**src/design/xpf_pkg.sv**
```systemverilog
package xpf_pkg;

    localparam int NUM_W   = 48;
    localparam int LEN_W   = 12;
    localparam int IDX_W   = 11;
    // offset field wide enough for the largest supported group window (256)
    localparam int OFF_W   = 9;
    localparam int QDEPTH  = 4;
    localparam int QPTR_W  = 2;

    localparam logic [2:0] LEVEL_NONE = 3'd4;

    typedef enum logic [1:0] {
        KIND_DATA   = 2'd0,
        KIND_FEC    = 2'd1,
        KIND_REVIVE = 2'd2,
        KIND_QUERY  = 2'd3
    } kind_t;

    typedef enum logic [2:0] {
        STAT_OK       = 3'd0,
        STAT_DUP      = 3'd1,
        STAT_RANGE    = 3'd2,
        STAT_FEC      = 3'd3,
        STAT_LONG     = 3'd4,
        STAT_NOREVIVE = 3'd5,
        STAT_SMALL    = 3'd6
    } status_t;

    typedef enum logic [2:0] {
        S_CLEAR,
        S_IDLE,
        S_SPAN,
        S_COUNT,
        S_QSCAN,
        S_FIN
    } bk_state_t;

    localparam logic REG_GROUP_BASE = 1'b0;

    typedef struct packed {
        kind_t              kind;
        logic [NUM_W-1:0]   pn;
        logic [1:0]         lvl;
        logic [LEN_W-1:0]   len;
        logic [IDX_W-1:0]   idx;
        logic [7:0]         data;
        logic               first;
        logic               last;
        logic               lt_base;
        logic               le_base;
        logic               off_lt_w;
        logic               off_gt_w;
        logic [OFF_W-1:0]   offv;
    } item_t;

endpackage

```
**src/design/xpf_fifo.sv**
```systemverilog
module xpf_fifo (
    input  logic            clk,
    input  logic            rst_n,
    input  logic            push,
    input  xpf_pkg::item_t  wdata,
    input  logic            pop,
    output xpf_pkg::item_t  head,
    output logic            full,
    output logic            empty
);
    import xpf_pkg::*;

    item_t               slot_reg [QDEPTH];
    logic [QPTR_W-1:0]   wr_reg, wr_next;
    logic [QPTR_W-1:0]   rd_reg, rd_next;
    logic [QPTR_W:0]     cnt_reg, cnt_next;

    assign full  = cnt_reg == (QPTR_W+1)'(QDEPTH);
    assign empty = cnt_reg == '0;
    assign head  = slot_reg[rd_reg];

    always_comb
    begin
        wr_next  = push ? wr_reg + 1'b1 : wr_reg;
        rd_next  = pop ? rd_reg + 1'b1 : rd_reg;
        cnt_next = cnt_reg;
        if (push && !pop)
        begin
            cnt_next = cnt_reg + 1'b1;
        end
        else if (pop && !push)
        begin
            cnt_next = cnt_reg - 1'b1;
        end
    end

    always_ff @(posedge clk or negedge rst_n)
    begin
        if (!rst_n)
        begin
            wr_reg  <= '0;
            rd_reg  <= '0;
            cnt_reg <= '0;
        end
        else
        begin
            wr_reg  <= wr_next;
            rd_reg  <= rd_next;
            cnt_reg <= cnt_next;
        end
    end

    always_ff @(posedge clk)
    begin
        if (push)
        begin
            slot_reg[wr_reg] <= wdata;
        end
    end

endmodule

```
**config.mk**
```make
export PLATFORM = sky130hd
export DESIGN_NAME = xpf_fifo
export DESIGN_NICKNAME = d
export VERILOG_FILES = /design/src/design/xpf_pkg.sv /design/src/design/xpf_fifo.sv
export SDC_FILE = /design/constraint.sdc
export NUM_CORES = 1
export LEC_CHECK = 0
export BUFFER_PORTS_ARGS = -buffer_cell sky130_fd_sc_hd__buf_2
export CAP_MARGIN = 0
export CORE_AREA = 2 2 158 160
export CTS_CLUSTER_DIAMETER = 100
export DETAILED_ROUTE_END_ITERATION = 8
export DIE_AREA = 0 0 160 162
export PLACE_DENSITY = 0.89
export REMOVE_ABC_BUFFERS = 1
export SLEW_MARGIN = 20
export SYNTH_ARGS = -nofsm -noshare
export SYNTH_HDL_FRONTEND = slang
export SYNTH_SLANG_ARGS = --single-unit
```
**constraint.sdc**
```tcl
create_clock -name clk -period 9.5 [get_ports clk]
set_input_delay 0 -clock clk [delete_from_list [all_inputs] [get_ports clk]]
set_output_delay 0 -clock clk [all_outputs]
set_load 0.01 [all_outputs]
```
==> results, run 1 <==
- Yosys mapped the design onto 19 distinct sky130hd cell types.
- The power density over the cells is 298 mW/mm2.
- The number of antenna violations at the first check in global routing is 3.
- In the finished design, the share of the clock period the worst path needs comes to 0.303.
- The die covers 0.0259 mm2.
- The critical path contains buffers and inverters numbering 2 combined.
- The critical register-to-register path endpoint is slot_reg[0][4]$_DFFE_PP_.
- The maximum VDD drop is 0.000238 V.
- In this run the worst hold path is classified as primary input to flip-flop.
- The cell at the slowest stage of the critical path is sky130_fd_sc_hd__buf_4.
- The total of warnings raised by yosys is 0.
- The routed design could run at a clock period as short as 2.88 ns.
- In the final routed layout, each cell accounts on average for 24.4 um.
- The standby leakage power is 6.27 nW.
- Row generation in the floorplan step produced 57 rows.
- The detailed-route vias per instance is 5.72.
- In the final layout, the share of cells above drive strength 1 is 0.404.
- The worst hold path depth is 2.
- Counting instances in the post-synthesis netlist gives the leading cell types as 392 x sky130_fd_sc_hd__edfxtp_1, 98 x sky130_fd_sc_hd__mux4_2, 10 x sky130_fd_sc_hd__buf_12, 10 x sky130_fd_sc_hd__buf_2, 7 x sky130_fd_sc_hd__dfrtp_1.
- Counting cells, the worst reg-to-reg path comes to 4.
- For hold timing, the worst endpoint is slot_reg[1][31]$_DFFE_PP_.
- The sequential cell area is 0.0120 mm2.
- At the end of routability-driven placement, the weighted congestion stood at 0.700.
- The register clock-pin slew on the reported worst setup and hold paths is about 0.06 ns.
- The transition time at the pin with the least slew margin is 0.963 ns.
- Max-cap violations in this run came to 0.
- The critical path capture point type is an output port.
- Counting the buffers created by CTS gives 39.
- Fill cells in the final layout number 1319.
- The mean area per synthesized cell is 26.8 um2.
- After detailed routing, the total wire length is 30000 um.
- For this run, asynchronously set or reset flops after synthesis account for 0.0175.
- The total number of nets in the final design is just under 1000.
- The total area inside the core boundary comes to 0.0241 mm2.
- The start point of the worst hold path is wdata[31].
- By startpoint and endpoint, the worst setup path is classified as flip-flop to output port.
- The flow ran to the end, and the final reports show no timing, DRC or antenna violations.
- Derived from the worst setup path, the maximum achievable clock frequency is 0.347 GHz.
- The die height is between 150 and 200 um.
- Walking the worst path, the cells encountered are buf_4, mux4_2, buf_2.
- The delay of the slowest critical-path stage is 0.80 ns.
- The number of levels the H-tree was split into is 2.
- The width of the die is ~160 um.
- The number of global-route vias before repair is roughly 7600.
- The remaining global-route overflow is 0.
- The worst setup path is launched from a flip-flop.
- The final cell count without fillers is 1227.
- Relative to the synthesized area, the layout overhead comes to 23.6%.
- The sequential share of the synthesized area is 0.816.
- The first global-routing pass estimated 45700 um of wire.
- The number of nets with antenna violations after detailed routing is 0.
- The top-level port count is approximately 200.
- By area the synthesized netlist is led by sky130_fd_sc_hd__edfxtp_1 80%, sky130_fd_sc_hd__mux4_2 15%, sky130_fd_sc_hd__buf_12 1.4%.
- Of the post-synthesis cell area, the dominant cell type holds 0.804.
- Synthesis handed over a netlist of 546 instances.
- Data arrives at the worst endpoint at 2.88 ns.
- Setup repair after global routing left no endpoint under its margin.
- The post-synthesis instance area is 0.0146 mm2.
- Setup violations remaining at the end of the flow were counted as 0.
- Clock latency on the worst-skew pair, taken at its later pin, is roughly 0.51 ns.
- In this run the tightest slew margin relative to its limit is 0.358.
- The largest driver fanout on the critical path is 49.
- The largest buffer count on any clock path is 3.
- The critical path crosses 3 cells after its start point.
- The number of flip-flops in the largest register is 392.
- The initial utilization of the core area, before any placement, comes to 0.607.
- The count of buffers added on input and output ports is 201.
- For this run, the total global-route usage over all layers was measured as 0.238.
- After synthesis the netlist holds a flip-flop and latch count of 399.
- Among all flip-flop cells after synthesis, the most frequent one is sky130_fd_sc_hd__edfxtp_1.
- The final hold violation count came to 0.
- The cell type with the largest total area after synthesis is sky130_fd_sc_hd__edfxtp_1.
- The detailed router finished its first iteration with 650 violations.
- In the final layout, the multi-input gates occupy 0.00242 mm2.
- For this run, the detailed router's first-pass iteration total came to 4.
- After routing, the total negative slack on setup checks comes to 0 ns.
- The worst clock skew is around 0.011 ns.
- Clock tree synthesis found a total of 399 sinks.
- The data required time at the worst endpoint is roughly 9.5 ns.
- The most used standard cell by instance count after synthesis is sky130_fd_sc_hd__edfxtp_1.
- The TritonCTS clock tree is built.
- The final-report max-slew violation count came to 0.
- The dominant delay contributor by cell family on the critical path is buffers and inverters.
- The post-detailed-route DRC marker count is 0.
- The cell sitting at the root of the clock tree is a sky130_fd_sc_hd__clkbuf_16.
- The launch instance of the worst register-to-register path is wr_reg[0]$_DFFE_PN0P_.
- The count of flip-flops with a built-in enable after synthesis is between 300 and 400.
- The total half-perimeter wirelength after legalization and detailed placement is around 17000 um.
- Entering global routing, the biggest net connects 62 pins.
- Across all layers, the routed design uses 7018 vias.
- In this run the register-to-register setup slack is approximately 7.0 ns.
- In this run, placement finished with an instance count of 1055.
==> placed cells by master, fill, tap and decap left out, types with 4 or more instances in the layout <==
| cell | count |
|---|---|
| sky130_fd_sc_hd__inv_1 | 4 |
| sky130_fd_sc_hd__ha_1 | 5 |
| sky130_fd_sc_hd__and2_4 | 4 |
| sky130_fd_sc_hd__clkbuf_16 | 41 |
| sky130_fd_sc_hd__clkinv_1 | 8 |
| sky130_fd_sc_hd__clkbuf_1 | 9 |
| sky130_fd_sc_hd__buf_2 | 201 |
| sky130_fd_sc_hd__edfxtp_1 | 392 |
| sky130_fd_sc_hd__xor2_1 | 4 |
| sky130_fd_sc_hd__clkinv_2 | 7 |
| sky130_fd_sc_hd__buf_4 | 6 |
| sky130_fd_sc_hd__dfrtp_1 | 5 |
| sky130_fd_sc_hd__mux4_2 | 98 |
| sky130_fd_sc_hd__dlygate4sd3_1 | 102 |
==> per-stage QoR <==
| step | setup WS (ns) | utilization | power, mW | instance area (um2) | hold slack (ns) |
|---|---|---|---|---|---|
| CTS | 6.02 | 0.749 | 5.40 | 18100 | 0.219 |
| global placement | 6.62 | 0.657 | 3.86 | 15800 | -0.159 |
| global route | 6.39 | 0.750 | 5.61 | 18100 | 0.235 |
| floorplan | 4.96 | - | 3.45 | 14400 | -0.296 |
| finish | 6.62 | 0.750 | 5.38 | 18100 | 0.240 |
| detailed placement | 6.58 | 0.657 | 3.93 | 15800 | -0.143 |
==> metal layers <==
layer	up-vias	wire length [um]	GRT usage
li1	3001	-	-
met1	3621	11000	0.304
met2	326	16300	0.425
met3	66	1850	0.0472
met4	4	800	0.0639
met5	-	30	0
==> cell families (layout without fill, tap and decap cells) <==
logic type / Yosys count / after routing / synth area share
muxes: 99 / 99 / 0.152
other: 0 / 1 / 0
and+or+nand+nor: 9 / 9 / 0.00333
AOI/OAI and AO/OA: 1 / 1 / 0.000342
DFF: 399 / 399 / 0.816
adders and majority gates: 6 / 6 / 0.00564
xor gates and xnor gates: 6 / 6 / 0.00359
buffers and inverters: 26 / 382 / 0.0194
==> layout make-up <==
cell class / count / area share
multi-input combinational: 121 / 0.134
tap: 324 / 0.0224
clock buffer: 50 / 0.0586
clock inverter: 18 / 0.00733
timing repair buffer: 310 / 0.116
inverter: 4 / 0.000830
antenna: 1 / 0.000138
sequential: 399 / 0.661
==> power breakdown <==
group          switching, mW  total (mW)  leakage (nW)  internal, mW
Clock                  0.590        1.43         0.584         0.839
Combinational          0.785        1.49          2.00         0.702
Sequential             0.154        2.46          3.68          2.31
==> worst max path at each step <==
stage	start	to
final	rd_reg[0]$_DFFE_PN0P_	head[93]
after global routing	rd_reg[0]$_DFFE_PN0P_	head[3]
after CTS	rd_reg[0]$_DFFE_PN0P_	head[3]
after detailed placement	rd_reg[0]$_DFFE_PN0P_	head[36]
after global placement	rd_reg[0]$_DFFE_PN0P_	head[22]
after floorplan	rd_reg[0]$_DFFE_PN0P_	head[0]
==> what timing repair did <==
item | CTS | global route
buffers inserted | 0 | 0
gates resized for setup | 0 | 0
endpoints found under the hold margin | 404 | 0
hold buffers | 102 | 0
Note: power is estimated with default switching activity, not from simulation.
==> run 2: changes to the inputs <==
--- a/config.mk
+++ b/config.mk
@@ -7,11 +7,11 @@
 export LEC_CHECK = 0
 export BUFFER_PORTS_ARGS = -buffer_cell sky130_fd_sc_hd__buf_2
 export CAP_MARGIN = 0
-export CORE_AREA = 2 2 158 160
+export CORE_AREA = 2 2 164 166
 export CTS_CLUSTER_DIAMETER = 100
 export DETAILED_ROUTE_END_ITERATION = 8
-export DIE_AREA = 0 0 160 162
-export PLACE_DENSITY = 0.89
+export DIE_AREA = 0 0 166 168
+export PLACE_DENSITY = 0.84
 export REMOVE_ABC_BUFFERS = 1
 export SLEW_MARGIN = 20
 export SYNTH_ARGS = -nofsm -noshare
==> constraint.sdc (replaced) <==
create_clock -name clk -period 2.8 [get_ports clk]
set_input_delay 0 -clock clk [delete_from_list [all_inputs] [get_ports clk]]
set_output_delay 0 -clock clk [all_outputs]
set_load 0.01 [all_outputs]
==> run 2 against run 1 <==
Flip-flop and latch count unchanged. Sequential power rose to 3.4 times the previous value. Combinational power grew to 3.6 times the previous value. Design area increased by 1.8%. Critical path type unchanged. Largest cell class unchanged. Highest routed layer is now met4.
==> results, run 2 (synthesized netlist as in run 1, its figures left out) <==
- STA classifies the critical path startpoint as a flip-flop.
- The post-detailed-route DRC marker count is 0 (unchanged).
- The number of levels the H-tree was split into was 2 (unchanged).
- The count of input and output buffers is 201 (unchanged).
- The number of max-cap violations is 0 (unchanged).
- The final-report max-slew violation count came to 0 (unchanged).
- Based on the critical path, the design can be clocked at up to 0.428 GHz.
- The final hold violation count is 0 (unchanged).
- The switching power of the nets is 5.27 mW (+240%).
- The via total after detailed routing was 6981 (-0.53%).
- The insertion delay of the later-clocked pin in the worst-skew pair is 0.51 ns (about the same).
- The number of sinks on the clock net came to 399 (unchanged).
- The share of final-layout standard cells stronger than drive strength 1 is 0.415 (+0.0119).
- The post-cts resize count came to 0 (unchanged).
- The global-route wire length before repair came to 43900 um (-3.8%).
- Dividing the final minimum period by the clock period gives 0.834.
- The dominant delay contributor by cell family on the critical path is flip-flops.
- Counting I/O delays and the setup requirement, the final critical path takes 2.34 ns.
- The final estimated routing congestion in global placement was 0.718 (+2.6%).
- The critical path in this run is classified as flip-flop to output port.
- The flow ran to the end, and the final reports show no timing, DRC or antenna violations.
- The total number of nets in the final design is 996 (+1.3%).
- The initial core utilization came to 0.556 (-0.0517).
- The path class of the lowest-slack min-delay path is primary input to flip-flop.
- The post-route cell area came to 0.0184 mm2 (+1.8%).
- The maximum VDD drop came to 0.000650 V (+170%).
- The worst slew margin relative to its limit was 0.582 (+0.224).
- The library cells used most frequently in the layout, excluding fill and tap cells, are 392 x sky130_fd_sc_hd__edfxtp_1, 201 x sky130_fd_sc_hd__buf_2, 102 x sky130_fd_sc_hd__dlygate4sd3_1.
- The total global routing track utilization was 0.206 (-0.0314).
- The number of buffers added by the clock tree synthesis step was 39 (unchanged).
- The buffer cell driving the clock tree root is sky130_fd_sc_hd__clkbuf_16.
- The transition time at the pin with the least slew margin is 0.626 ns (-0.336 ns).
- Walking the worst path, the cells encountered are buf_12, mux4_2, buf_2.
- Compared with the post-synthesis result, the final layout area differs by 25.7%.
- The wire length after detailed routing is 28600 um (-4.7%).
- The pin count of the biggest net entering global routing is 50 (-19%).
- The number of rows created at floorplan was 60 (+5.3%).
- The total half-perimeter wirelength after legalization and detailed placement is 16000 um (-3.0%).
- The final cell count without fillers is 1261 (+2.8%).
- The final cell utilization of the core was 0.699 (-0.0518).
- The power share of the sequential group is 0.444 (-0.014).
- The delay of the slowest critical-path stage is 0.82 ns (+0.02 ns).
- The number of antenna violations at the first check in global routing is 3 (unchanged).
- The remaining global-route overflow is 0 (unchanged).
- The reg2reg setup slack is 1.03 ns (-5.99 ns).
- The portion of total power attributed to combinational logic is 0.286 (+0.010).
- The largest buffer count on any clock path is 3 (unchanged).
- The largest driver fanout on the critical path was 25 (-49%).
- The worst hold slack came to 0.242 ns (+0.00213 ns).
- The starting DRC count in detailed routing was 525 (-19%).
- The worst clock skew is 0.0124 ns (+0.00183 ns).
- The number of hold buffers added after cts is 102 (unchanged).
- The detailed-route vias per instance is 5.54 (-3.2%).
- The die height is 168 um (+3.7%).
- The instance count after placement with tap cells included is 1086 (+2.9%).
- The data required time at the worst endpoint is 2.80 ns (-6.70 ns).
- The final worst-path setup slack is 0.464 ns (-6.16 ns).
- The internal cell power is 13.4 mW (+250%).
- The number of setup buffers added after CTS came to 0 (unchanged).
- The critical path capture point type is an output port.
- The floorplan core area was 0.0264 mm2 (+9.3%).
- The total die area is 0.0279 mm2 (+7.6%).
- The placed cell area is 0.0161 mm2 (+1.8%).
- The number of endpoints failing setup at the final stage is 0 (unchanged).
- The number of flip-flops in the largest register is 392 (unchanged).
- The switching part of the total is 0.283 (-0.00133).
- The power share of the clock group is 0.271 (+0.005).
- The library cell used most frequently in the layout, excluding fill and tap cells, is sky130_fd_sc_hd__edfxtp_1.
- The detailed-router iteration count before antenna repair is 6 (+2).
- The signal arrival time at the worst endpoint is 2.34 ns (-0.54 ns).
- The pre-CTS setup slack is 0.971 ns (-5.61 ns).
- The top-level port count is 202 (unchanged).
- The power density over the cells is 1010 mW/mm2 (+240%).
- The width of the die came to 166 um (+3.8%).
- The number of buffer and inverter instances along the worst setup path came to 2 (unchanged).
- The standby leakage power came to 6.39 nW (+1.9%).
- The number of nets with antenna violations after detailed routing came to 0 (unchanged).
- The average wire length per cell after detail routing is 22.6 um (-7.3%).
- Setup repair after global routing left no endpoint under its margin.
- The cell at the slowest stage of the critical path is sky130_fd_sc_hd__dfrtp_4.
- The register clock-pin slew on the reported worst setup and hold paths is 0.06 ns (about the same).
- The number of global-route vias before repair is 7693 (+0.72%).
- TritonCTS built the clock tree.
[run 2: cell types whose count changed in the layout (fill, tap and decap cells not counted), sizes merged]
| cell | previous run | this run |
|---|---|---|
| diode | 1 | 3 |
| inv | 4 | 5 |
| clkinvlp | 1 | 5 |
| bufinv | 2 | 3 |
| buf | 208 | 221 |
| clkbuf | 50 | 46 |
[run 2: area by class of cell]
| type | instances | area [um2] |
|---|---|---|
| Tap cell | 341 | 427 |
| Fill cell | 1525 | 7940 |
| Sequential cell | 399 | 12000 |
| Inverter | 4 | 15.0 |
| Antenna cell | 3 | 7.51 |
| Multi-Input combinational cell | 121 | 2420 |
| Clock inverter | 24 | 201 |
| Clock buffer | 46 | 1040 |
| Timing Repair Buffer | 323 | 2340 |
[run 2: worst paths after layout]
path,start,to,cells past startpoint
max in group asynchronous,rst_n,rd_reg[1]$_DFFE_PN0P_,3
min reg2reg,cnt_reg[2]$_DFFE_PN0P_,cnt_reg[2]$_DFFE_PN0P_,1
max,rd_reg[0]$_DFFE_PN0P_,head[93],3
min in group asynchronous,rst_n,cnt_reg[0]$_DFFE_PN0P_,3
max reg2reg,wr_reg[0]$_DFFE_PN0P_,slot_reg[2][54]$_DFFE_PP_,4
min,wdata[11],slot_reg[0][11]$_DFFE_PP_,2
[run 2: power groups by stage]
stage | logic, mW | clock network (mW) | registers [mW]
2_1_floorplan | 2.74 | 0 | 8.62
3_3_place_gp | 5.17 | 0 | 8.30
3_5_place_dp | 5.27 | 0 | 8.39
4_1_cts | 5.40 | 5.14 | 8.28
5_1_grt | 5.71 | 5.37 | 8.37
6_report | 5.33 | 5.05 | 8.27
[run 2: metal layers]
metal | wire (um) | up-vias | track usage
met3 | 1750 | 46 | 0.0463
met2 | 14900 | 261 | 0.361
met1 | 11300 | 3625 | 0.265
met4 | 591 | 0 | 0.0548
met5 | 0 | - | 0
li1 | - | 3049 | -
[run 2: metrics by stage]
step | setup TNS (ns) | power [mW]
global route | 0 | 19.4
detailed placement | 0 | 13.7
floorplan | -379.47 | 11.4
finish | 0 | 18.6
global placement | 0 | 13.5
CTS | 0 | 18.8
