**config.mk**
```make
export PLATFORM = sky130hd
export DESIGN_NAME = xpf_front
export DESIGN_NICKNAME = d
export VERILOG_FILES = /design/src/design/xpf_pkg.sv /design/src/design/xpf_front.sv
export SDC_FILE = /design/constraint.sdc
export NUM_CORES = 1
export LEC_CHECK = 0
export BUFFER_PORTS_ARGS = -buffer_cell sky130_fd_sc_hd__clkbuf_2
export CAP_MARGIN = 40
export CORE_MARGIN = 2
export CORE_UTILIZATION = 52
export DETAILED_ROUTE_END_ITERATION = 6
export PLACE_DENSITY = 0.87
export SYNTH_ARGS = -nofsm -noshare
export SYNTH_HDL_FRONTEND = slang
export SYNTH_SLANG_ARGS = --single-unit
```
**constraint.sdc**
```tcl
create_clock -name vclk -period 10.81
set_input_delay 2.162 -clock vclk [all_inputs]
set_output_delay 2.162 -clock vclk [all_outputs]
set_load 0.01 [all_outputs]
```
**src/design/xpf_pkg.sv**
```systemverilog
package xpf_pkg;

    localparam int NUM_W   = 48;
    localparam int LEN_W   = 12;
    localparam int IDX_W   = 11;
    // offset field wide enough for the largest supported group window (256)
    localparam int OFF_W   = 9;
    localparam int QDEPTH  = 4;
    localparam int QPTR_W  = 2;

    localparam logic [2:0] LEVEL_NONE = 3'd4;

    typedef enum logic [1:0] {
        KIND_DATA   = 2'd0,
        KIND_FEC    = 2'd1,
        KIND_REVIVE = 2'd2,
        KIND_QUERY  = 2'd3
    } kind_t;

    typedef enum logic [2:0] {
        STAT_OK       = 3'd0,
        STAT_DUP      = 3'd1,
        STAT_RANGE    = 3'd2,
        STAT_FEC      = 3'd3,
        STAT_LONG     = 3'd4,
        STAT_NOREVIVE = 3'd5,
        STAT_SMALL    = 3'd6
    } status_t;

    typedef enum logic [2:0] {
        S_CLEAR,
        S_IDLE,
        S_SPAN,
        S_COUNT,
        S_QSCAN,
        S_FIN
    } bk_state_t;

    localparam logic REG_GROUP_BASE = 1'b0;

    typedef struct packed {
        kind_t              kind;
        logic [NUM_W-1:0]   pn;
        logic [1:0]         lvl;
        logic [LEN_W-1:0]   len;
        logic [IDX_W-1:0]   idx;
        logic [7:0]         data;
        logic               first;
        logic               last;
        logic               lt_base;
        logic               le_base;
        logic               off_lt_w;
        logic               off_gt_w;
        logic [OFF_W-1:0]   offv;
    } item_t;

endpackage

```
**src/design/xpf_front.sv**
```systemverilog
module xpf_front #(
    parameter int GROUP_WINDOW = 64
) (
    input  logic [1:0]              kind,
    input  logic [47:0]             pkt_number,
    input  logic [1:0]              enc_level,
    input  logic [11:0]             payload_length,
    input  logic [10:0]             byte_index,
    input  logic [7:0]              data_byte,
    input  logic                    first_byte,
    input  logic                    last_byte,
    input  logic [47:0]             group_base,
    output xpf_pkg::item_t          item
);
    import xpf_pkg::*;

    logic [NUM_W-1:0] off;

    // classify the word against the group base
    always_comb
    begin
        off           = pkt_number - group_base;
        item.kind     = kind_t'(kind);
        item.pn       = pkt_number;
        item.lvl      = enc_level;
        item.len      = payload_length;
        item.idx      = byte_index;
        item.data     = data_byte;
        item.first    = first_byte;
        item.last     = last_byte;
        item.lt_base  = pkt_number < group_base;
        item.le_base  = pkt_number <= group_base;
        item.off_lt_w = (off < NUM_W'(GROUP_WINDOW)) && !item.lt_base;
        item.off_gt_w = off > NUM_W'(GROUP_WINDOW);
        item.offv     = off[OFF_W-1:0];
    end

endmodule

```
==> impl_metrics.json, run 1 <==
{
  "outcome": "completed",
  "whs_endpoint": "item[14]",
  "num_rows": 33,
  "relSlewSlack_pct": 54.86,
  "timing_worst_setup_path_type": "input port to primary output",
  "final_layout_size_suffix_gt1_share_pct": 25.82,
  "wire_per_inst_um": 15.40,
  "gr-usage-all-layers_pct": 26.09,
  "hold_depth": 0,
  "floorplan.die_area_um2": 9092,
  "grt_overflow_total": 0,
  "post-synth-top-count-cell": "sky130_fd_sc_hd__buf_4",
  "initial_util_pct": 53.35,
  "die-width_um": 95.35,
  "timing.critical_path.fanout_max": 5,
  "final_hpwl_dp_um": 10640,
  "post_route_clock_period_utilization_pct": 74.06,
  "nets": 881,
  "timing.final.crit_period_ns": 8.006,
  "worstMarginPinSlew_ns": 0.6713,
  "globalplace.congestion": 0.9764,
  "firstDrtPassIters": 5,
  "drv_slew": 0,
  "yosysTopAreaCell": "sky130_fd_sc_hd__buf_4",
  "power.clock.fraction_pct": 0,
  "rsz_0062_raised_after_global_routing": "false",
  "postRouteAntennaNets": 0,
  "syn_avg_cell_area_um2": 6.625,
  "n_sequential_cell": 0,
  "number_of_standard_cells_after_synthesis": 655,
  "synthesis.yosys.warnings": 0,
  "synth.area.top_cells": "sky130_fd_sc_hd__buf_4 16%, sky130_fd_sc_hd__ha_1 14%, sky130_fd_sc_hd__a21oi_1 7.2%, sky130_fd_sc_hd__inv_1 5.9%, sky130_fd_sc_hd__nand2_1 5.3%",
  "vias_cell": 5.944,
  "route.final.wire_length_um": 12350,
  "coreArea_um2": 8134,
  "pin_count_of_the_biggest_net_entering_global_routing": 13,
  "seqPwrFrac_pct": 0,
  "design.portCount": 231,
  "first_global_vias": 4175,
  "switchingPower_mw": 0.1658,
  "num-clock-buffers": 0,
  "setup_total_negative_slack_ns": 0,
  "area.sequential_um2": 0,
  "global_route_wire_length_before_repair_um": 19430,
  "final-hold-violation-count": 0,
  "die-height_um": 95.35,
  "power.share.switching_pct": 60.80,
  "yosys.cell_types.count": 71,
  "grt_antenna_before_repair": 0,
  "diode_insertion_count_for_antenna_repair": 0,
  "power.static_leakage_nw": 2.252,
  "synthDominantCellAreaShare_pct": 15.57,
  "drtIter0Drc": 295,
  "power.combinational.fraction_pct": 100.0,
  "syn_to_final_growth_pct": 0.2018,
  "critical_path_endpoint_category": "primary output",
  "drc": 0,
  "seq_area_frac_synth_pct": 0,
  "worst_hold_launch": "first_byte",
  "syn-cell-area_um2": 4339,
  "cts_post_setup_buffers_inserted": 0,
  "setup_viol": 0,
  "peakVddDrop_mv": 0.03307,
  "arrival_ns": 5.84,
  "crit_required_ns": 8.65,
  "post_dp_cell_area_um2": 4348,
  "route.vias.total": 4767,
  "powerDensity_nw_per_um2": 62.73,
  "maxCapViolations": 0,
  "power_report.internal_total_mw": 0.1069,
  "cts_resized": 0,
  "clock.fmax_ghz": 0.1249,
  "layout.cell_area.non_filler_um2": 4348,
  "synth.net_count": 837,
  "synth.cells.most_frequent": "90 x sky130_fd_sc_hd__buf_4, 68 x sky130_fd_sc_hd__inv_1, 62 x sky130_fd_sc_hd__a21oi_1",
  "port_buffers": 157,
  "hp-class": "input port to primary output",
  "setup.worst_path.start_class": "input port",
  "ctsHoldBuffers": 0
}
worst max-delay path by stage:
stage | slack [ns] | end | start
final | 2.80 | item[10] | pkt_number[0]
after CTS | 2.88 | item[10] | pkt_number[0]
after floorplan | 3.76 | item[10] | pkt_number[0]
after global placement | 2.89 | item[10] | pkt_number[0]
after global routing | 2.51 | item[10] | pkt_number[0]
after detailed placement | 2.88 | item[10] | pkt_number[0]
metrics by stage:
step                worst slack [ns]  cells  total power [mW]  util, %  hold WS [ns]
floorplan                      3.759    655            0.2231        -         4.416
global placement               2.889    802            0.2668    53.45         4.324
CTS                            2.876    802            0.2682    53.45         4.324
global route                   2.512    802            0.2997    53.45         4.324
finish                         2.804    802            0.2728    53.45         4.324
detailed placement             2.876    802            0.2663    53.45         4.324
worst max-delay path, cell delays in order:
cell and delay, ns:
sky130_fd_sc_hd__clkbuf_2 0.09, sky130_fd_sc_hd__inv_1 0.04, sky130_fd_sc_hd__ha_1 0.21, sky130_fd_sc_hd__fa_1 0.39, sky130_fd_sc_hd__nand2b_1 0.18, sky130_fd_sc_hd__a21oi_1 0.30
sky130_fd_sc_hd__o21ai_1 0.18, sky130_fd_sc_hd__o21ai_0 0.40, sky130_fd_sc_hd__a31oi_1 0.29, sky130_fd_sc_hd__o2bb2ai_1 0.29, sky130_fd_sc_hd__o41ai_1 0.35, sky130_fd_sc_hd__xor2_1 0.11
sky130_fd_sc_hd__nor4_1 0.44, sky130_fd_sc_hd__and4_1 0.27, sky130_fd_sc_hd__clkbuf_2 0.13
final cells by class:
type,instances,area (um^2)
Fill cell,838,3786
Multi-Input combinational cell,472,3176
Timing Repair Buffer,157,785.8
Inverter,68,255.2
Tap cell,105,131.4
kinds of logic after synthesis:
| family | Yosys count | share of synthesized area, % |
|---|---|---|
| AOI/OAI and AO/OA | 197 | 30.34 |
| xor gates and xnor gates | 21 | 4.239 |
| adders and majority gates | 49 | 14.30 |
| buffers and inverters | 183 | 26.82 |
| muxes | 9 | 2.191 |
| and+or+nand+nor | 196 | 22.12 |
per-layer routing:
metal	vias to the layer above	GRT usage [%]	wire length, um
met4	0	5.797	278
met1	2147	35.26	5393
met5	-	0	0
met2	243	45.36	5667
li1	2347	-	-
met3	30	1.581	1009
power by group through the flow:
stage          combinational (mW)  sequential [mW]  clock, mW
2_1_floorplan               0.223                0          0
3_3_place_gp                0.267                0          0
5_1_grt                     0.300                0          0
4_1_cts                     0.268                0          0
6_report                    0.273                0          0
3_5_place_dp                0.266                0          0
layout by cell type (no fill, tap or decap), types with 2 or more instances in the layout:
cell and count:
sky130_fd_sc_hd__and2_1 3, sky130_fd_sc_hd__mux2i_1 5, sky130_fd_sc_hd__inv_1 68, sky130_fd_sc_hd__o22ai_1 2, sky130_fd_sc_hd__o21bai_1 6, sky130_fd_sc_hd__o21ai_0 37
sky130_fd_sc_hd__a221oi_1 2, sky130_fd_sc_hd__a2111o_1 2, sky130_fd_sc_hd__o32ai_1 2, sky130_fd_sc_hd__o21a_1 9, sky130_fd_sc_hd__o21ai_1 2, sky130_fd_sc_hd__and3_1 3
sky130_fd_sc_hd__a211oi_1 5, sky130_fd_sc_hd__or3_1 3, sky130_fd_sc_hd__nor4_1 7, sky130_fd_sc_hd__xor2_1 8, sky130_fd_sc_hd__a31oi_1 5, sky130_fd_sc_hd__o221ai_1 2
sky130_fd_sc_hd__nand2b_1 9, sky130_fd_sc_hd__a221o_1 2, sky130_fd_sc_hd__nand3_1 12, sky130_fd_sc_hd__nor2_1 48, sky130_fd_sc_hd__a21o_1 16, sky130_fd_sc_hd__o2bb2ai_1 3
sky130_fd_sc_hd__clkbuf_2 157, sky130_fd_sc_hd__a21oi_4 2, sky130_fd_sc_hd__a22oi_1 2, sky130_fd_sc_hd__xnor2_1 13, sky130_fd_sc_hd__ha_1 48, sky130_fd_sc_hd__a21oi_1 62
sky130_fd_sc_hd__nor2b_1 4, sky130_fd_sc_hd__and3_2 3, sky130_fd_sc_hd__o41ai_1 4, sky130_fd_sc_hd__o211ai_1 8, sky130_fd_sc_hd__nand4_1 28, sky130_fd_sc_hd__mux2_2 4
sky130_fd_sc_hd__nor3_1 8, sky130_fd_sc_hd__nand2_1 61, sky130_fd_sc_hd__o31ai_1 7
Note: power is estimated with default switching activity, not from simulation.
==> run 2: changes to the inputs <==
--- a/config.mk
+++ b/config.mk
@@ -8,9 +8,9 @@
 export BUFFER_PORTS_ARGS = -buffer_cell sky130_fd_sc_hd__clkbuf_2
 export CAP_MARGIN = 40
 export CORE_MARGIN = 2
-export CORE_UTILIZATION = 52
+export CORE_UTILIZATION = 48
 export DETAILED_ROUTE_END_ITERATION = 6
-export PLACE_DENSITY = 0.87
+export PLACE_DENSITY = 0.81
 export SYNTH_ARGS = -nofsm -noshare
 export SYNTH_HDL_FRONTEND = slang
 export SYNTH_SLANG_ARGS = --single-unit
==> constraint.sdc (replaced) <==
create_clock -name vclk -period 7.7
set_input_delay 1.54 -clock vclk [all_inputs]
set_output_delay 1.54 -clock vclk [all_outputs]
set_load 0.01 [all_outputs]
==> run 2 against run 1 <==
Net effect: combinational power rose by 41%; first-iteration DRC count fell by 3.7%; total power rose by 41%; non-clock buffer count did not move; via count barely moved; core utilization fell by 3.8 points; die area rose by 8.0%.
==> impl_metrics.json, run 2 (synthesis results as in run 1) <==
{
  "peakVddDrop_mv": 0.04818,
  "postRouteAntennaNets": 0,
  "drtIter0Drc": 284,
  "cts_post_setup_buffers_inserted": 0,
  "final-hold-violation-count": 0,
  "timing_worst_setup_path_type": "input port to primary output",
  "arrival_ns": 5.19,
  "firstDrtPassIters": 5,
  "final_common_cell": "sky130_fd_sc_hd__clkbuf_2",
  "mostFrequentLayoutCells": "157 x sky130_fd_sc_hd__clkbuf_2, 68 x sky130_fd_sc_hd__inv_1, 62 x sky130_fd_sc_hd__a21oi_1, 61 x sky130_fd_sc_hd__nand2_1",
  "timing.critical_path.fanout_max": 5,
  "crit_required_ns": 6.16,
  "setup_viol": 0,
  "worst_path_max_stage_delay_ns": 0.42,
  "power.static_leakage_nw": 2.252,
  "drc": 0,
  "nets": 881,
  "gr-usage-all-layers_pct": 24.03,
  "setup.worst_path.start_class": "input port",
  "setup_total_negative_slack_ns": 0,
  "n_sequential_cell": 0,
  "first_global_vias": 4286,
  "num_rows": 34,
  "post_route_clock_period_utilization_pct": 87.46,
  "coreArea_um2": 8763,
  "die-width_um": 99.08,
  "timing.critical_path.max_delay_family": "compound AO/OA/AOI/OAI gates",
  "critical_path_endpoint_category": "primary output",
  "worstMarginPinSlew_ns": 0.6310,
  "drv_slew": 0,
  "final_hpwl_dp_um": 10700,
  "diode_insertion_count_for_antenna_repair": 0,
  "cts_resized": 0,
  "global_route_wire_length_before_repair_um": 20070,
  "rsz_0062_raised_after_global_routing": "false",
  "outcome": "completed",
  "powerDensity_nw_per_um2": 88.16,
  "num-clock-buffers": 0,
  "relSlewSlack_pct": 57.68,
  "cp_num_buf_inv": 3,
  "grt_antenna_before_repair": 0,
  "crit_end": "item[10]",
  "setup.worst_path.start": "pkt_number[0]",
  "ctsHoldBuffers": 0,
  "grt_overflow_total": 0,
  "port_buffers": 157,
  "maxCapViolations": 0,
  "pin_count_of_the_biggest_net_entering_global_routing": 13,
  "design.portCount": 231,
  "hp-class": "input port to primary output",
  "initial_util_pct": 49.51,
  "worstPathCellList": "clkbuf_2, inv_1, ha_1, fa_1, nand2b_1, a21oi_1, o21ai_1, o21ai_0, a31oi_1, o2bb2ai_1, o41ai_1, xor2_1, nor4_1, and4_1, clkbuf_2",
  "route.vias.total": 4769,
  "vias_cell": 5.924,
  "timing.final.crit_period_ns": 6.734,
  "route.final.wire_length_um": 12500,
  "fin_worst_hold_slack_ns": 3.080,
  "cpMaxStageDelayCell": "sky130_fd_sc_hd__nor4_1",
  "path_depth": 15,
  "syn_to_final_growth_pct": 0.2883,
  "wire_per_inst_um": 15.53,
  "area.sequential_um2": 0,
  "globalplace.congestion": 0.9838,
  "clock.fmax_ghz": 0.1485,
  "floorplan.die_area_um2": 9817,
  "die-height_um": 99.08,
  "path_common_cell": "sky130_fd_sc_hd__clkbuf_2",
  "final_layout_size_suffix_gt1_share_pct": 25.82
}
[run 2: cell counts in the layout (fill, tap and decap cells not counted)]
Identical to the previous run, type by type.
[run 2: per-stage QoR]
step	cells	worst slack, ns	power (mW)	cell area, um^2	utilization, %
after floorplan	655	1.893	0.3133	4339	-
after global placement	805	0.9999	0.3771	4352	49.66
after detailed placement	805	1.028	0.3743	4352	49.66
after CTS	805	1.023	0.3769	4352	49.66
after global routing	805	0.7316	0.4210	4352	49.66
final	805	0.9658	0.3836	4352	49.66
[run 2: layout make-up]
cell class                 instances  area [um^2]
timing repair buffer             157        785.8
fill                             968         4412
multi-input combinational        472         3176
tap                              108        135.1
inverter                          68        255.2
[run 2: where the power goes]
part	internal, mW	switching, mW
clock	0	0
combinational	0.150	0.233
sequential	0	0
[run 2: metal layers]
metal / vias up / global-route usage [%] / part of all wire [%]
li1: 2344 / - / -
met1: 2179 / 33.80 / 45
met2: 224 / 41.37 / 47
met3: 22 / 1.135 / 7.6
met4: 0 / 3.583 / 1.3
met5: - / 0 / 0
[run 2: worst min path at each step]
stage,startpoint,end,slack (ns),cells after the start
after floorplan,last_byte,item[13],3.17,1
after global placement,byte_index[5],item[28],3.08,0
after detailed placement,byte_index[5],item[28],3.08,0
after CTS,byte_index[5],item[28],3.08,0
after global routing,first_byte,item[14],3.08,0
final,first_byte,item[14],3.08,0
==> run 3: changes to the inputs <==
--- a/config.mk
+++ b/config.mk
@@ -10,7 +10,7 @@
 export CORE_MARGIN = 2
 export CORE_UTILIZATION = 48
 export DETAILED_ROUTE_END_ITERATION = 6
-export PLACE_DENSITY = 0.81
+export PLACE_DENSITY = 0.85
 export SYNTH_ARGS = -nofsm -noshare
 export SYNTH_HDL_FRONTEND = slang
 export SYNTH_SLANG_ARGS = --single-unit
==> constraint.sdc (replaced) <==
create_clock -name vclk -period 6.3
set_input_delay 1.26 -clock vclk [all_inputs]
set_output_delay 1.26 -clock vclk [all_outputs]
set_load 0.01 [all_outputs]
==> run 3 against run 2 <==
Net effect: die area stayed put; clock-buffer cell count stayed put; non-clock buffer count is 1 higher; critical path depth stayed put; sequential cell count stayed put; worst setup slack worse by 0.71 ns; highest routed layer unchanged; total power is 22% higher; hold slack worse by 0.56 ns; global-route usage is 0.25 points lower; largest cell class unchanged; core utilization is 0.086 points higher; final area is 0.17% higher; first-iteration DRC count is 8.1% higher.
==> impl_metrics.json, run 3 (synthesis results as in run 1) <==
{
  "grt_antenna_before_repair": 0,
  "crit_required_ns": 5.04,
  "globalplace.congestion": 0.9843,
  "final-hold-violation-count": 0,
  "post_layout_nonfiller_instances": 806,
  "first_global_vias": 4209,
  "timing.critical_path.fanout_max": 5,
  "coreArea_um2": 8763,
  "setup.worst_path.start_class": "input port",
  "diode_insertion_count_for_antenna_repair": 0,
  "wire_per_inst_um": 15.30,
  "post_route_clock_period_utilization_pct": 96.01,
  "postRouteAntennaNets": 0,
  "place.detailed.instances": 806,
  "route.final.wire_length_um": 12330,
  "maxCapViolations": 0,
  "area_of_the_multi_input_gates_um2": 3176,
  "die-height_um": 99.08,
  "final_common_cell": "sky130_fd_sc_hd__clkbuf_2",
  "floorplan.die_area_um2": 9817,
  "cpMaxStageDelayCell": "sky130_fd_sc_hd__nor4_1",
  "n_sequential_cell": 0,
  "ctsHoldBuffers": 0,
  "die-width_um": 99.08,
  "peakVddDrop_mv": 0.05221,
  "global_route_wire_length_before_repair_um": 19860,
  "worst_hold_launch": "first_byte",
  "design.portCount": 231,
  "fin_ws_ns": 0.2516,
  "syn_to_final_growth_pct": 0.4613,
  "drv_slew": 0,
  "final_core_utilization_pct": 49.74,
  "worst_path_max_stage_delay_ns": 0.44,
  "timing.final.crit_period_ns": 6.048,
  "fin_worst_hold_slack_ns": 2.520,
  "setup.worst_path.start": "pkt_number[0]",
  "timing_worst_setup_path_type": "input port to primary output",
  "route.vias.total": 4721,
  "critical_path_endpoint_category": "primary output",
  "worstMarginPinSlew_ns": 0.5589,
  "nFillCells": 946,
  "worstPathCellList": "clkbuf_2, inv_1, ha_1, fa_1, nand2b_1, a21oi_1, o21ai_1, o21ai_1, a31oi_1, o2bb2ai_1, o41ai_1, xor2_1, nor4_1, and4_1, clkbuf_2",
  "gr-usage-all-layers_pct": 23.78,
  "num-clock-buffers": 0,
  "drc": 0,
  "setup_viol": 0,
  "final_hpwl_dp_um": 10670,
  "port_buffers": 157,
  "drtIter0Drc": 307,
  "dp_slack_ns": 0.1909,
  "num_rows": 34,
  "power.static_leakage_nw": 2.257,
  "clock.fmax_ghz": 0.1653,
  "rsz_0062_raised_after_global_routing": "false",
  "initial_util_pct": 49.51,
  "final_layout_size_suffix_gt1_share_pct": 25.93,
  "firstDrtPassIters": 5,
  "mostFrequentLayoutCells": "157 x sky130_fd_sc_hd__clkbuf_2, 68 x sky130_fd_sc_hd__inv_1, 62 x sky130_fd_sc_hd__a21oi_1, 61 x sky130_fd_sc_hd__nand2_1",
  "arrival_ns": 4.79,
  "cts_resized": 0,
  "relSlewSlack_pct": 62.35,
  "pin_count_of_the_biggest_net_entering_global_routing": 13,
  "area.sequential_um2": 0,
  "vias_cell": 5.857,
  "outcome": "completed",
  "nets": 882,
  "cts_post_setup_buffers_inserted": 0,
  "powerDensity_nw_per_um2": 107.5,
  "hp-class": "input port to primary output",
  "grt_overflow_total": 0,
  "setup_total_negative_slack_ns": 0
}
run 3: cell types whose count changed in the layout (fill, tap and decap cells not counted):
| cell | change |
|---|---|
| sky130_fd_sc_hd__o21ai_1 | +1 |
| sky130_fd_sc_hd__o21ai_0 | -1 |
| sky130_fd_sc_hd__buf_4 | +1 |
run 3: cell type report:
cell class	instances	area share, %
Inverter	68	5.855
Multi-Input combinational cell	472	72.85
Tap cell	108	3.100
Timing Repair Buffer	158	18.20
run 3: path summary, 6_finish.rpt:
kind                    to  slack, ns  cells past startpoint
setup / recovery  item[10]       0.25                     15
hold / removal    item[14]       2.52                      0
run 3: metrics by stage:
step / cell area, um^2 / total power [mW]
final: 4359 / 0.4686
after global routing: 4359 / 0.5162
after detailed placement: 4359 / 0.4592
after CTS: 4359 / 0.4621
after floorplan: 4339 / 0.3829
after global placement: 4359 / 0.4602
run 3: where the power goes:
group / total [mW] / leakage [nW] / switching [mW] / internal (mW)
Combinational: 0.469 / 2.26 / 0.284 / 0.185
Clock: 0 / 0 / 0 / 0
Sequential: 0 / 0 / 0 / 0
run 3: routing by layer:
layer	GRT usage [%]	part of all wire, %
met4	5.269	2.3
met2	40.23	46
met5	0	0
met3	1.773	8.2
met1	32.95	44
run 3: critical path: cells and delay by family:
family | cells | cell delay (ns)
AO/OA/AOI/OAI | 6 | 1.66
XOR/XNOR | 1 | 0.11
adder cells (fa/ha/maj) | 2 | 0.61
buffers and inverters | 3 | 0.26
AND/OR/NAND/NOR | 3 | 0.90
